==> src/hw/rtl/sbsu_pkg.sv <==
// shared types and constants for the sensor byte stream unpacker
package sbsu_pkg;

	// stream tag codes
	localparam logic KIND_ACCEL   = 1'b0;
	localparam logic KIND_OPTICAL = 1'b1;

	// configuration register indexes
	localparam logic [0:0] REG_ACCEL_SCALE = 1'd0;
	localparam logic [0:0] REG_SPO2_MODE   = 1'd1;

	localparam int unsigned CFG_DATA_W = 16;

	// reset values of the configuration registers
	localparam logic [15:0] ACCEL_SCALE_RST = 16'd4096;
	localparam logic        SPO2_MODE_RST   = 1'b1;

	// group sizes in bytes
	localparam logic [1:0] ACCEL_GROUP    = 2'd3;
	localparam logic [2:0] OPT_GROUP_SPO2 = 3'd6;
	localparam logic [2:0] OPT_GROUP_IR   = 3'd3;

	localparam int unsigned OPT_HOLD = 5;

	typedef struct packed {
		logic        kind;
		logic [7:0]  data_byte;
		logic [31:0] time_ms;
	} src_word_t;

	typedef struct packed {
		logic               sample_kind;
		logic signed [23:0] accel_x;
		logic signed [23:0] accel_y;
		logic signed [23:0] accel_z;
		logic [23:0]        red_level;
		logic [23:0]        ir_level;
		logic               has_red;
		logic [31:0]        stamp_ms;
	} smp_word_t;

endpackage

==> src/hw/rtl/sbsu_scale.sv <==
// signed count times unsigned q4.12 scale, low 24 bits kept
module sbsu_scale
	import sbsu_pkg::*;
(
	input  logic [7:0]         raw,
	input  logic [15:0]        scale,
	output logic signed [23:0] scaled
);

	logic [23:0] raw_ext;
	logic [23:0] scale_ext;
	logic [23:0] prod;

	// sign extend the count, product wraps mod 2^24 which equals the signed result
	assign raw_ext   = {{16{raw[7]}}, raw};
	assign scale_ext = {8'd0, scale};
	assign prod      = raw_ext * scale_ext;
	assign scaled    = signed'(prod);

endmodule

==> src/hw/rtl/sensor_byte_stream_unpacker.sv <==
// top level of the sensor byte stream unpacker
//
// channel   direction  payload     handshake
// src       in         src_word_t  src_valid / src_stall
// smp       out        smp_word_t  smp_valid / smp_stall
// cfg       in         16b data    cfg_we / cfg_index, no wait
//
// one byte word per cycle while src_stall is low: a byte is registered in
// stage 1, then the group fill update and the three 24x24 scale multipliers
// run combinationally into the output register, which drives smp_valid.
// reset clears the fill counts and valid flags and loads scale 4096, spo2 on.
// stage 1 keeps taking words while a finished sample waits in the output
// register; a stalled sample blocks stage 1 only if its word completes a group.
module sensor_byte_stream_unpacker
	import sbsu_pkg::*;
(
	input  logic                  clk,
	input  logic                  arst_n,
	input  logic                  cfg_we,
	input  logic [0:0]            cfg_index,
	input  logic [CFG_DATA_W-1:0] cfg_data,
	input  logic                  src_valid,
	output logic                  src_stall,
	input  src_word_t             src_word,
	output logic                  smp_valid,
	input  logic                  smp_stall,
	output smp_word_t             smp_word
);

	// configuration
	logic [15:0] accel_scale_q;
	logic        spo2_mode_q;

	// stage 1 input register
	logic        valid_s1;
	src_word_t   word_s1;

	// group assembly state
	logic [7:0]  accel_pend_q [2];
	logic [1:0]  accel_fill_q;
	logic [7:0]  opt_pend_q [OPT_HOLD];
	logic [2:0]  opt_fill_q;

	// output register
	logic        smp_valid_q;
	smp_word_t   smp_word_q;

	logic        accel_done;
	logic        opt_done;
	logic        produce;
	logic        adv_s1;
	logic [2:0]  opt_group;
	smp_word_t   result;
	logic signed [23:0] ax, ay, az;

	// register writes, only the register's width is kept
	always_ff @(posedge clk or negedge arst_n) begin
		if (!arst_n) begin
			accel_scale_q <= ACCEL_SCALE_RST;
			spo2_mode_q   <= SPO2_MODE_RST;
		end else if (cfg_we) begin
			unique case (cfg_index)
				REG_ACCEL_SCALE: accel_scale_q <= cfg_data[15:0];
				REG_SPO2_MODE:   spo2_mode_q   <= cfg_data[0];
			endcase
		end
	end

	// completion checks for the word in stage 1
	assign opt_group  = spo2_mode_q ? OPT_GROUP_SPO2 : OPT_GROUP_IR;
	assign accel_done = (word_s1.kind == KIND_ACCEL) && (accel_fill_q == ACCEL_GROUP - 2'd1);
	// a mode change can leave more bytes held than the group needs
	assign opt_done   = (word_s1.kind == KIND_OPTICAL) && ((opt_fill_q + 3'd1) >= opt_group);
	assign produce    = accel_done || opt_done;

	// stage 1 moves on unless it makes a sample and the output is blocked
	assign adv_s1    = valid_s1 && (!produce || !smp_valid_q || !smp_stall);
	assign src_stall = valid_s1 && !adv_s1;

	always_ff @(posedge clk or negedge arst_n) begin
		if (!arst_n) begin
			valid_s1 <= 1'b0;
		end else if (src_valid && !src_stall) begin
			valid_s1 <= 1'b1;
		end else if (adv_s1) begin
			valid_s1 <= 1'b0;
		end
	end

	always_ff @(posedge clk) begin
		if (src_valid && !src_stall) begin
			word_s1 <= src_word;
		end
	end

	// per-axis scaling
	sbsu_scale u_scale_x (.raw(accel_pend_q[0]),   .scale(accel_scale_q), .scaled(ax));
	sbsu_scale u_scale_y (.raw(accel_pend_q[1]),   .scale(accel_scale_q), .scaled(ay));
	sbsu_scale u_scale_z (.raw(word_s1.data_byte), .scale(accel_scale_q), .scaled(az));

	// sample assembly, unused fields read as zero
	always_comb begin
		result          = '0;
		result.stamp_ms = word_s1.time_ms;
		if (word_s1.kind == KIND_ACCEL) begin
			result.sample_kind = KIND_ACCEL;
			result.accel_x     = ax;
			result.accel_y     = ay;
			result.accel_z     = az;
		end else begin
			result.sample_kind = KIND_OPTICAL;
			if (spo2_mode_q) begin
				result.red_level = {opt_pend_q[0], opt_pend_q[1], opt_pend_q[2]};
				result.ir_level  = {opt_pend_q[3], opt_pend_q[4], word_s1.data_byte};
				result.has_red   = 1'b1;
			end else begin
				result.ir_level  = {opt_pend_q[0], opt_pend_q[1], word_s1.data_byte};
			end
		end
	end

	// fill counters
	always_ff @(posedge clk or negedge arst_n) begin
		if (!arst_n) begin
			accel_fill_q <= 2'd0;
			opt_fill_q   <= 3'd0;
		end else if (adv_s1) begin
			if (word_s1.kind == KIND_ACCEL) begin
				accel_fill_q <= accel_done ? 2'd0 : accel_fill_q + 2'd1;
			end else begin
				opt_fill_q <= opt_done ? 3'd0 : opt_fill_q + 3'd1;
			end
		end
	end

	// held bytes, written at the current fill position
	always_ff @(posedge clk) begin
		if (adv_s1 && !produce) begin
			if (word_s1.kind == KIND_ACCEL) begin
				accel_pend_q[accel_fill_q[0]] <= word_s1.data_byte;
			end else begin
				opt_pend_q[opt_fill_q] <= word_s1.data_byte;
			end
		end
	end

	// output register
	always_ff @(posedge clk or negedge arst_n) begin
		if (!arst_n) begin
			smp_valid_q <= 1'b0;
		end else if (adv_s1 && produce) begin
			smp_valid_q <= 1'b1;
		end else if (!smp_stall) begin
			smp_valid_q <= 1'b0;
		end
	end

	always_ff @(posedge clk) begin
		if (adv_s1 && produce) begin
			smp_word_q <= result;
		end
	end

	assign smp_valid = smp_valid_q;
	assign smp_word  = smp_word_q;

	// accel hold count never reaches a full group
	a_accel_fill: assert property (@(posedge clk) disable iff (!arst_n)
		accel_fill_q != 2'd3)
		else $error("accel fill out of range");

	// optical hold count stays within the holding registers
	a_opt_fill: assert property (@(posedge clk) disable iff (!arst_n)
		opt_fill_q <= 3'd5)
		else $error("optical fill out of range");

	// a completing word that moves on always shows a sample next cycle
	a_done_emits: assert property (@(posedge clk) disable iff (!arst_n)
		adv_s1 && produce |=> smp_valid_q && smp_word_q.stamp_ms == $past(word_s1.time_ms))
		else $error("completed group lost");

	// stage 1 is never overwritten while it holds a word that cannot move
	a_s1_hold: assert property (@(posedge clk) disable iff (!arst_n)
		valid_s1 && !adv_s1 |=> valid_s1 && $stable(word_s1))
		else $error("stage 1 word overwritten");

endmodule

==> config.mk <==
export PLATFORM = sky130hd
export DESIGN_NAME = sensor_byte_stream_unpacker
export DESIGN_NICKNAME = d
export VERILOG_FILES = /design/src/hw/rtl/sbsu_pkg.sv /design/src/hw/rtl/sbsu_scale.sv /design/src/hw/rtl/sensor_byte_stream_unpacker.sv
export SDC_FILE = /design/constraint.sdc
export NUM_CORES = 1
export LEC_CHECK = 0
export BUFFER_PORTS_ARGS = -buffer_cell sky130_fd_sc_hd__buf_2
export CAP_MARGIN = 20
export CORE_AREA = 2 2 211 213
export CTS_CLUSTER_DIAMETER = 200
export DETAILED_ROUTE_END_ITERATION = 16
export DIE_AREA = 0 0 213 215
export PLACE_DENSITY = 0.8
export SKIP_LAST_GASP = 1
export SLEW_MARGIN = 10
export SYNTH_ARGS = -nofsm -noshare
export SYNTH_HDL_FRONTEND = slang
export SYNTH_SLANG_ARGS = --single-unit
==> constraint.sdc <==
create_clock -name clk -period 21 [get_ports clk]
set_clock_uncertainty 0.05 [all_clocks]
set_input_delay 4.2 -clock clk [delete_from_list [all_inputs] [get_ports clk]]
set_output_delay 4.2 -clock clk [all_outputs]
set_load 0.01 [all_outputs]
-- Yosys cells after proc, flatten, opt, wreduce, memory -nomap -nowiden
Memories as Yosys holds them, arrays and structs flattened. A register that Yosys moved wholly into a read port is not among the register bits.
Index checks and enable logic that the tools add are counted.
- bits in registers: 219
- bits in read-only memories: 0
- latch bits: 0
- memories kept: 2
- bits in writable memories: 56
- bits of input ports: 63
- reductions and logical operators: 22
- order comparisons: 1
- div/mod/pow operators: 0
- muxes and demuxes: 15
- $add $sub $neg: 2
- shift-type cells: 0
- eq/ne operators: 2
- bitwise operators: 2
- multiply operators: 3
- memory list (memory ; depth ; width ; rd ports ; clocked after Yosys merged registers in ; wr ports ; line ; RTL):
    opt_pend_q ; 5 ; 8 ; 5 ; 1 ; 1 ; sensor_byte_stream_unpacker.sv:41 ; logic [7:0] opt_pend_q [OPT_HOLD];
    accel_pend_q ; 2 ; 8 ; 2 ; 0 ; 1 ; sensor_byte_stream_unpacker.sv:39 ; logic [7:0] accel_pend_q [2];
- operators by type and width (cell ; number):
    $mul 8x17->24 ; 3
    $mux 24 ; 1
    $mux 1 ; 11
    $reduce_and 2->1 ; 5
    $logic_and 1x1->1 ; 7
    $logic_not 1->1 ; 6
    $mux 3 ; 2
    $add 3x1->3 const B ; 1
    $ge 3x3->1 ; 1
    $logic_or 1x1->1 ; 3
    $add 2x1->2 const B ; 1
    $eq 2x2->1 const B ; 1
    $mux 2 ; 1
    $ne 2x1->1 const B ; 1
    $not 1->1 ; 2
    $reduce_bool 2->1 ; 1

-- Longest topological paths before layout
Gate-level depths: netlist (run 1).
- depth in word-level cells: 13
- gate-level depth with buffers: 20
- mapped depth without buffers: 18

-- Cells and area by module
A second synthesis (run 1) with hierarchy kept.
- cell total of the unflattened synthesis: 2027
- area total of the unflattened synthesis: 22669.2 sq um
- modules (own cells, without submodules) (module ; instances ; area an instance (sq um) ; seq. area each (sq um) ; cells each):
    sensor_byte_stream_unpacker ; 1 ; 9663.0 ; 8140.3 ; 499
    sbsu_scale (u_scale_y) ; 1 ; 4401.7 ; 0.0 ; 515
    sbsu_scale (u_scale_x) ; 1 ; 4342.9 ; 0.0 ; 511
    sbsu_scale (u_scale_z) ; 1 ; 4261.6 ; 0.0 ; 502

-- Worst setup path before layout (run 1)
OpenSTA, ideal clock, no wires.
- kind: input to register
- start point: in smp_stall
- end point: reg smp_word_q, in the netlist smp_word[0] (enable)
- cell stages on the path: 1
- setup time: 0.718 ns
- slack: 8.794 ns
- buffers on the path: 0
- data required time: 20.232 ns
- data arrival time: 11.437 ns
- path through: a21oi_1
- cells in the longest elaborated chain, start to end: 4
- RTL lines (item ; line ; RTL):
    start, declared ; sensor_byte_stream_unpacker.sv:26 ; input logic smp_stall,
    $logic_not 1->1 ; - ;
    $logic_or 1x1->1 ; sensor_byte_stream_unpacker.sv:77 ; assign adv_s1 = valid_s1 && (!produce || !smp_valid_q || !smp_stall);
    $logic_and 1x1->1 ; sensor_byte_stream_unpacker.sv:77 ;
    $logic_and 1x1->1 ; sensor_byte_stream_unpacker.sv:159 ; if (adv_s1 && produce) begin
    end signal, assigned ; sensor_byte_stream_unpacker.sv:160 ; smp_word_q <= result;
    end, declared ; sensor_byte_stream_unpacker.sv:46 ; smp_word_t smp_word_q;
No other way between the ends.
A chain may end at the register's enable or synchronous reset.

-- Worst setup path in the final report (run 1)
- start point: in smp_stall
- end point: out src_stall
- cells in the longest elaborated chain, start to end: 5
- RTL lines (item ; line ; RTL):
    $logic_not 1->1 ; - ;
    $logic_or 1x1->1 ; sensor_byte_stream_unpacker.sv:77 ;
    $logic_and 1x1->1 ; sensor_byte_stream_unpacker.sv:77 ;
    $logic_not 1->1 ; sensor_byte_stream_unpacker.sv:78 ; assign src_stall = valid_s1 && !adv_s1;
    $logic_and 1x1->1 ; sensor_byte_stream_unpacker.sv:78 ;
    end, declared ; sensor_byte_stream_unpacker.sv:23 ; output logic src_stall,
No other way between the ends.

==> impl_metrics.env, run 1 <==
export IMPL_status="completed"
export IMPL_regArea_mm2=0.008140
export IMPL_fin_crit_sh=0.4406
export IMPL_ys_seq_area_frac=0.3629
export IMPL_multiInputGateArea_mm2=0.01259
export IMPL_grt_pass1_vias=16100
export IMPL_dr_pass1_iters=5
export IMPL_clock_sinks=275
export IMPL_fin_crit_ps=9252
export IMPL_grt_max_degree=97
export IMPL_insertion_delay_ps=570
export IMPL_synth_avg_cell_area_um2=10.96
export IMPL_cts_clk_slew_worst_paths_ps=60
export IMPL_max_cap_violations=0
export IMPL_antenna_found_initial=0
export IMPL_avgRoutedWirePerCell_um=17.29
export IMPL_num_rows=77
export IMPL_ys_async_sr_fraction=0.08727
export IMPL_ys_warn_count=0
export IMPL_grt_total_usage=0.2224
export IMPL_synth_area_top_cells="edfxtp_1 (34%), fa_1 (23%), ha_1 (9.5%)"
export IMPL_cts_setup_buffers=0
export IMPL_fp_dieW_um=213
export IMPL_relSlewSlack=0.2973
export IMPL_reg2reg_from="accel_scale_q[6]"
export IMPL_hold_slack_ps=365.8
export IMPL_layout_drive_gt1_share=0.1387
export IMPL_cp_end_kind="output pin"
export IMPL_finalWirelength_um=49130
export IMPL_route_detailed_drc=0
export IMPL_nNetsFinal=2716
export IMPL_syn_inst=2047
export IMPL_start_util=0.5140
export IMPL_synthFlopType="edfxtp_1"
export IMPL_port_buffers=218
export IMPL_syn2layout_area_growth_pct=11.84
export IMPL_synth_largest_area_cell="edfxtp_1"
export IMPL_grt_pass1_wl_um=81190
export IMPL_synth_most_common_cell="inv_1"
export IMPL_cp_max_fo=4
export IMPL_cts_hold_buffers=0
export IMPL_cts_buffer_depth=3
export IMPL_worstSetupPathType="in -> out"
export IMPL_drv_slew=0
export IMPL_fmaxAchievable_ghz=0.1081
export IMPL_synth_top_cell_area_share=0.3360
export IMPL_cp_required_ps=16750
export IMPL_fill_cells=3518
export IMPL_synth_cell_types=54
export IMPL_gp_congestion=0.8459
export IMPL_die_h_um=215
export IMPL_gr_total_overflow=0
export IMPL_diodes=0
export IMPL_syn_num_nets=2536
export IMPL_finalHoldViolCount=0
export IMPL_ys_top_cells_by_count="inv_1 (375), and2_1 (278), fa_1 (255), edfxtp_1 (251), ha_1 (171)"
export IMPL_die_area_mm2=0.04580
export IMPL_cp_start_kind="input port"
export IMPL_post_dp_hpwl_um=35900
export IMPL_via_per_inst=5.281
export IMPL_drtIter0Drc=1017
export IMPL_tritoncts="yes"
export IMPL_synth_edf_count=251
export IMPL_cts_resized=0
export IMPL_core_area_mm2=0.04364
export IMPL_vias=15003
export IMPL_postRouteAntennaNets=0
export IMPL_worst_pin_slew_ps=1054
export IMPL_min_path_type="reg -> reg"
export IMPL_grt_setup_unrepaired="no"
export IMPL_cts_root_buf="clkbuf_16"
export IMPL_hp_start="result[4]"
export IMPL_cp_arrival_ps=5000
export IMPL_finalSetupViolCount=0
export IMPL_cts_buffers=29
export IMPL_startpoint="smp_stall"
export IMPL_synth_area_mm2=0.02243
export IMPL_htreeDepth=1
export IMPL_final_setup_tns_ps=0
export IMPL_synth_seq_cells=275
export IMPL_io_pins=219
## routing by layer
layer | GRT usage | vias to the layer above | wire length (µm)
met4 | 0.05851 | 0 | 1103
met2 | 0.3789 | 516 | 23970
met1 | 0.2957 | 7520 | 20510
met3 | 0.03522 | 80 | 3548
li1 | - | 6887 | -
met5 | 0 | - | 0
## worst paths after layout
| check | slack, ps | depth (start not counted) | end |
|---|---|---|---|
| min | 370 | 0 | smp_word[4] |
| max reg2reg | 15330 | 15 | smp_word[152] |
| min in group asynchronous | 3650 | 1 | accel_scale_q[3] |
| min reg2reg | 370 | 0 | smp_word[4] |
| max | 11750 | 5 | src_stall |
| max in group asynchronous | 16750 | 1 | opt_fill_q[1] |
## stage by stage
| step | util | std cells | area [µm²] | worst slack (ps) |
|---|---|---|---|---|
| 5_1_grt | 0.5749 | 2841 | 25090 | 11700 |
| 3_3_place_gp | 0.5516 | 2787 | 24070 | 11800 |
| 6_report | 0.5749 | 2841 | 25090 | 11750 |
| 3_5_place_dp | 0.5516 | 2787 | 24070 | 11750 |
| 4_1_cts | 0.5744 | 2840 | 25070 | 11750 |
| 2_1_floorplan | - | 2047 | 22430 | 8794 |
## final cells by class
cell class | count | area share
clock buffer | 34 | 0.03007
sequential | 275 | 0.3245
inverter | 375 | 0.05610
multi-input combinational | 1312 | 0.5017
timing repair buffer | 234 | 0.04857
clock inverter | 19 | 0.009575
tap | 592 | 0.02952
## logic make-up (layout without fill, tap and decap cells)
logic type | count (synthesis) | after routing | share of synthesized area
simple gates | 632 | 632 | 0.1527
buf+inv | 460 | 662 | 0.07697
fa+ha+maj | 426 | 426 | 0.3229
flops | 275 | 275 | 0.3629
compound gates | 169 | 169 | 0.04852
xor+xnor | 51 | 51 | 0.01991
mux | 34 | 34 | 0.01612
## sequential cells by signal, indices dropped and copies added (netlist names), 2 cells and up
| signal | cells |
|---|---|
| accel_pend_q | 16 |
| word_s1 | 9 |
| opt_pend_q | 40 |
| opt_fill_q | 3 |
| accel_fill_q | 2 |
| accel_scale_q | 16 |
| smp_word | 154 |
| result | 32 |
## placed cells by master (no fill, tap or decap), types with 11 or more instances in the layout
cell type  synthesis  layout
nand2b_1          29      29
mux2_2            17      17
nor2b_1           36      35
buf_2              0     218
xnor2_1           22      22
mux2i_1           17      17
a21o_1            20      20
fa_1             255     255
o21ai_0           41      41
and3_1            31      31
a21oi_1           46      45
clkbuf_16          0      29
nand2_1           98      98
edfxtp_1         251     251
xor2_1            29      29
inv_1            375     375
nor2_1           111     111
buf_4              0      15
dfrtp_1           22      22
nand3_1           15      15
and2_1           278     277
ha_1             171     171
nor3_1            12      11
## worst max-delay path: stages
cell and delay [ps]:
buf_2 110, nand2_1 150, or2_2 360, inv_1 60, buf_2 120
Power of run 1 is left out: the tool's default activity adds up to more than one toggle a clock period on the data nets, which glitch-free logic cannot reach.
==> run 2, diff against run 1 <==
- clock period: 21 -> 8.95 ns (I/O delays scaled with it)
==> run 2 against run 1 <==
Effect of this change: cell area grew 0.33%; die area did not move; worst setup slack got worse by 8500 ps; critical path depth increased by 11; clock-buffer cell count grew 2; wire length is 1.8% higher; hold slack is essentially flat; non-clock buffer count is 3 lower; final cell count up 0.11%; register-to-register slack lost 12000 ps; global-route usage up 0.34 points; largest cell class unchanged.
==> impl_metrics.env, run 2 (synthesis gave the netlist of run 1 again) <==
export IMPL_tritoncts="yes"
export IMPL_layout_drive_gt1_share=0.1395
export IMPL_min_path_type="reg -> reg"
export IMPL_r2r_end="smp_word[152]"
export IMPL_final_common_cell="inv_1"
export IMPL_worst_pin_slew_ps=1032
export IMPL_htreeDepth=1
export IMPL_relSlewSlack=0.3120
export IMPL_final_cell_mix="inv_1 (375), and2_1 (277), fa_1 (255)"
export IMPL_cts_setup_buffers=0
export IMPL_worstSetupPathType="reg -> reg"
export IMPL_insertion_delay_ps=580
export IMPL_antenna_found_initial=3
export IMPL_die_area_mm2=0.04580
export IMPL_fp_dieW_um=213
export IMPL_grt_max_degree=155
export IMPL_drv_slew=0
export IMPL_drtIter0Drc=1012
export IMPL_max_cap_violations=0
export IMPL_postRouteAntennaNets=0
export IMPL_fmaxAchievable_ghz=0.1744
export IMPL_gr_total_overflow=0
export IMPL_cp_end_kind="flop"
export IMPL_cp_arrival_ps=5980
export IMPL_cts_root_buf="clkbuf_16"
export IMPL_fill_cells=3589
export IMPL_core_area_mm2=0.04364
export IMPL_cts_buffer_depth=3
export IMPL_r2r_slack_ps=3220
export IMPL_reg2reg_from="accel_pend_q[0][7]"
export IMPL_grt_setup_unrepaired="no"
export IMPL_vias=15154
export IMPL_avgRoutedWirePerCell_um=17.59
export IMPL_via_per_inst=5.328
export IMPL_gp_congestion=0.8844
export IMPL_dr_pass1_iters=8
export IMPL_finalSetupViolCount=0
export IMPL_grt_pass1_vias=16265
export IMPL_startpoint="accel_pend_q[0][7]"
export IMPL_final_setup_tns_ps=0
export IMPL_num_rows=77
export IMPL_whs_endpoint="smp_word[7]"
export IMPL_cp_required_ps=9200
export IMPL_largest_register_ffs=154
export IMPL_cts_resized=0
export IMPL_route_detailed_drc=0
export IMPL_nNetsFinal=2715
export IMPL_finalHoldViolCount=0
export IMPL_finalWirelength_um=50030
export IMPL_hp_start="result[7]"
export IMPL_cp_start_kind="flop"
export IMPL_cts_hold_buffers=0
export IMPL_cp_max_fo=14
export IMPL_cts_clk_slew_worst_paths_ps=60
export IMPL_fin_crit_ps=5734
export IMPL_fin_crit_sh=0.6407
export IMPL_cts_buffers=31
export IMPL_syn2layout_area_growth_pct=12.20
export IMPL_port_buffers=218
export IMPL_grt_pass1_wl_um=82390
export IMPL_status="completed"
export IMPL_post_dp_hpwl_um=36520
export IMPL_grt_total_usage=0.2258
export IMPL_worstRegToRegCells=16
export IMPL_start_util=0.5140
export IMPL_worst_hold_path_num_cells=0
export IMPL_clock_sinks=275
export IMPL_io_pins=219
export IMPL_die_h_um=215
-- run 2: changes by cell type in the layout (fill, tap and decap cells not counted), sizes merged --
cell	before	now
clkinv	9	5
clkinvlp	1	6
inv	379	381
diode	0	1
buf	234	231
clkbuf	34	36
-- run 2: cell type report --
type | count | area [µm²] | share of cell area
repair buffers | 231 | 1209 | 0.04802
clock inverters | 22 | 285.3 | 0.01133
clock buffers | 36 | 804.5 | 0.03196
diodes | 1 | 2.502 | 0.00009941
multi-input cells | 1312 | 12580 | 0.4999
well taps | 592 | 740.7 | 0.02943
inverters | 375 | 1408 | 0.05592
flip-flops and latches | 275 | 8140 | 0.3234
-- run 2: worst max-delay path: stages, from the launching register on --
cell      delay (ps)
edfxtp_1         580
inv_1            540
nor2_1           120
fa_1             540
fa_1             440
fa_1             500
inv_1             50
fa_1             470
inv_1             40
ha_1             370
a21oi_1          240
o21a_1           210
or4b_2           590
o21ai_0          300
o21ai_0          190
xnor2_1          170
nor2_1            50
-- run 2: worst max-delay path by stage --
| stage | end | slack, ps | depth (start not counted) |
|---|---|---|---|
| after global placement | smp_word[152] | 3310 | 16 |
| after global routing | smp_word[150] | 3000 | 16 |
| after CTS | smp_word[152] | 3290 | 16 |
| after floorplan | smp_word[0] | 2190 | 1 |
| final | smp_word[152] | 3220 | 16 |
| after detailed placement | smp_word[152] | 3330 | 16 |
-- run 2: stage by stage --
stage | setup WS (ps) | hold slack [ps] | std cells | cell area (µm²) | utilization
floorplan | 2192 | 350.3 | 2047 | 22440 | -
global placement | 3308 | 350.6 | 2784 | 24060 | 0.5514
detailed placement | 3335 | 354.5 | 2785 | 24080 | 0.5517
CTS | 3290 | 369.8 | 2843 | 25170 | 0.5767
global route | 2999 | 372.3 | 2843 | 25170 | 0.5767
finish | 3216 | 365.8 | 2844 | 25170 | 0.5768
-- run 2: layer usage --
metal	share of wire	up-vias	track usage	routed length, µm
met4	0.024	4	0.06154	1218
li1	-	6884	-	-
met1	0.40	7677	0.2915	20110
met3	0.076	91	0.04267	3822
met2	0.50	498	0.3883	24850
met5	0.00050	-	0	25
Power of run 2 is left out for the same reason.
==> run 3, diff against run 2 <==
- PLACE_DENSITY: 0.8 -> 0.83
- clock period: 8.95 -> 5.1 ns (I/O delays scaled with it)
==> run 3 against run 2 <==
Effect of this change: via count rose by 4.1%; critical endpoint unchanged; hold slack got worse by 0.61 ps; utilization rose by 2.8 points; clock-buffer cell count rose by 5; highest routed layer unchanged; die area did not move; maximum frequency rose by 15%; global-route usage rose by 0.26 points; worst setup slack got worse by 3100 ps; first-iteration DRC count rose by 13%; cell area rose by 4.9%; critical path type unchanged; register-to-register slack got worse by 3100 ps.
==> impl_metrics.env, run 3 (synthesis gave the netlist of run 1 again) <==
export IMPL_final_setup_tns_ps=0
export IMPL_cp_arrival_ps=5250
export IMPL_cp_top_family="adder cells"
export IMPL_start_util=0.5140
export IMPL_grt_max_degree=97
export IMPL_max_cap_violations=0
export IMPL_num_rows=77
export IMPL_finalSetupViolCount=0
export IMPL_vias=15779
export IMPL_crit_chain="buf_12, and2_1, fa_1, fa_1, fa_1, inv_1, fa_1, inv_1, ha_1, a21oi_2, o21a_1, or4b_4, o21ai_2, o21ai_2, xnor2_1, nor2_1"
export IMPL_status="completed"
export IMPL_fin_crit_sh=0.9758
export IMPL_cts_buffers=30
export IMPL_nNetsFinal=2842
export IMPL_die_area_mm2=0.04580
export IMPL_io_pins=219
export IMPL_fmaxAchievable_ghz=0.2009
export IMPL_crit_path_frequent_cell="fa_1"
export IMPL_grt_setup_unrepaired="yes"
export IMPL_finalHoldViolCount=0
export IMPL_cp_end_kind="flop"
export IMPL_place_ws_ps=29.95
export IMPL_gr_total_overflow=0
export IMPL_cp_max_fo=11
export IMPL_fin_crit_ps=4977
export IMPL_antenna_found_initial=3
export IMPL_post_dp_hpwl_um=38730
export IMPL_clock_sinks=275
export IMPL_grt_total_usage=0.2284
export IMPL_cp_start_kind="flop"
export IMPL_route_detailed_drc=0
export IMPL_drtIter0Drc=1139
export IMPL_avgRoutedWirePerCell_um=17.46
export IMPL_finalWirelength_um=51870
export IMPL_port_buffers=218
export IMPL_layout_drive_gt1_share=0.1965
export IMPL_gp_congestion=0.8945
export IMPL_min_path_type="reg -> reg"
export IMPL_cts_hold_buffers=0
export IMPL_via_per_inst=5.311
export IMPL_die_h_um=215
export IMPL_cts_clk_slew_worst_paths_ps=70
export IMPL_fin_ws_ps=123.3
export IMPL_worstSetupPathType="reg -> reg"
export IMPL_fill_cells=3427
export IMPL_final_util=0.6049
export IMPL_insertion_delay_ps=600
export IMPL_fin_cells=2971
export IMPL_slowest_delay_ps=560
export IMPL_fp_dieW_um=213
export IMPL_cp_required_ps=5370
export IMPL_dr_pass1_iters=5
export IMPL_syn2layout_area_growth_pct=17.67
export IMPL_final_cell_mix="inv_1 (374), and2_1 (277), fa_1 (254)"
export IMPL_cts_buffer_depth=3
export IMPL_tritoncts="yes"
export IMPL_grt_pass1_wl_um=83310
export IMPL_postRouteAntennaNets=0
export IMPL_grt_pass1_vias=16733
export IMPL_crit_slowest_cell="fa_1"
export IMPL_worst_pin_slew_ps=1065
export IMPL_cts_root_buf="clkbuf_16"
export IMPL_core_area_mm2=0.04364
export IMPL_htreeDepth=1
export IMPL_cp_num_buf_inv=3
export IMPL_largest_register_ffs=154
export IMPL_relSlewSlack=0.2860
export IMPL_final_common_cell="inv_1"
export IMPL_place_inst=2871
export IMPL_drv_slew=0
==> run 3: cell count changes in the layout (fill, tap and decap cells not counted), sizes merged <==
cell and change:
clkinv +1, inv -4, bufinv -1, clkinvlp -3, buf +127, clkbuf +6
diode +1
==> run 3: area by class of cell <==
type	count	area [µm²]	share of cell area
Multi-Input combinational cell	1312	12670	0.4800
Sequential cell	275	8152	0.3088
Timing Repair Buffer	359	2351	0.08906
Inverter	375	1411	0.05346
Clock buffer	41	833.3	0.03157
Tap cell	592	740.7	0.02806
Clock inverter	15	235.2	0.008910
Antenna cell	2	5.005	0.0001896
==> run 3: final timing paths <==
kind	start	endpoint	slack, ps	depth (start not counted)
worst max-delay path	accel_scale_q[10]	smp_word[152]	120	16
worst max register to register	accel_scale_q[10]	smp_word[152]	120	16
max in group asynchronous	arst_n	accel_scale_q[2]	4040	1
worst min-delay path	result[28]	smp_word[28]	370	0
worst min register to register	result[28]	smp_word[28]	370	0
min in group asynchronous	arst_n	opt_fill_q[1]	430	1
==> run 3: what timing repair did <==
item                       in CTS  in global routing
setup buffers                   5                 35
gates cloned                    0                  1
setup endpoints to repair       1                 26
gates resized for setup         0                 41
pin swaps                       0                 15
==> run 3: through the flow <==
stage          hold slack, ps  area [µm²]
5_1_grt                 372.6       26390
3_5_place_dp            354.5       24840
6_report                365.1       26400
3_3_place_gp            350.3       24840
4_1_cts                 368.7       25950
2_1_floorplan           350.3       22450
==> run 3: worst register-to-register path, cell delays in order, from the launching register on <==
cell and delay, ps:
dfrtp_2 470, buf_12 180, and2_1 180, fa_1 540, fa_1 530, fa_1 560
inv_1 50, fa_1 480, inv_1 40, ha_1 300, a21oi_2 180, o21a_1 180
or4b_4 470, o21ai_2 180, o21ai_2 80, xnor2_1 180, nor2_1 60
==> run 3: metal layers <==
metal / GRT usage / share of wire / vias up / routed length [µm]
li1: - / - / 7146 / -
met1: 0.2871 / 0.39 / 7822 / 20260
met2: 0.3997 / 0.50 / 683 / 25860
met3: 0.04574 / 0.082 / 122 / 4275
met4: 0.06224 / 0.028 / 6 / 1430
met5: 0 / 0.00069 / - / 36
Power of run 3 is left out for the same reason.
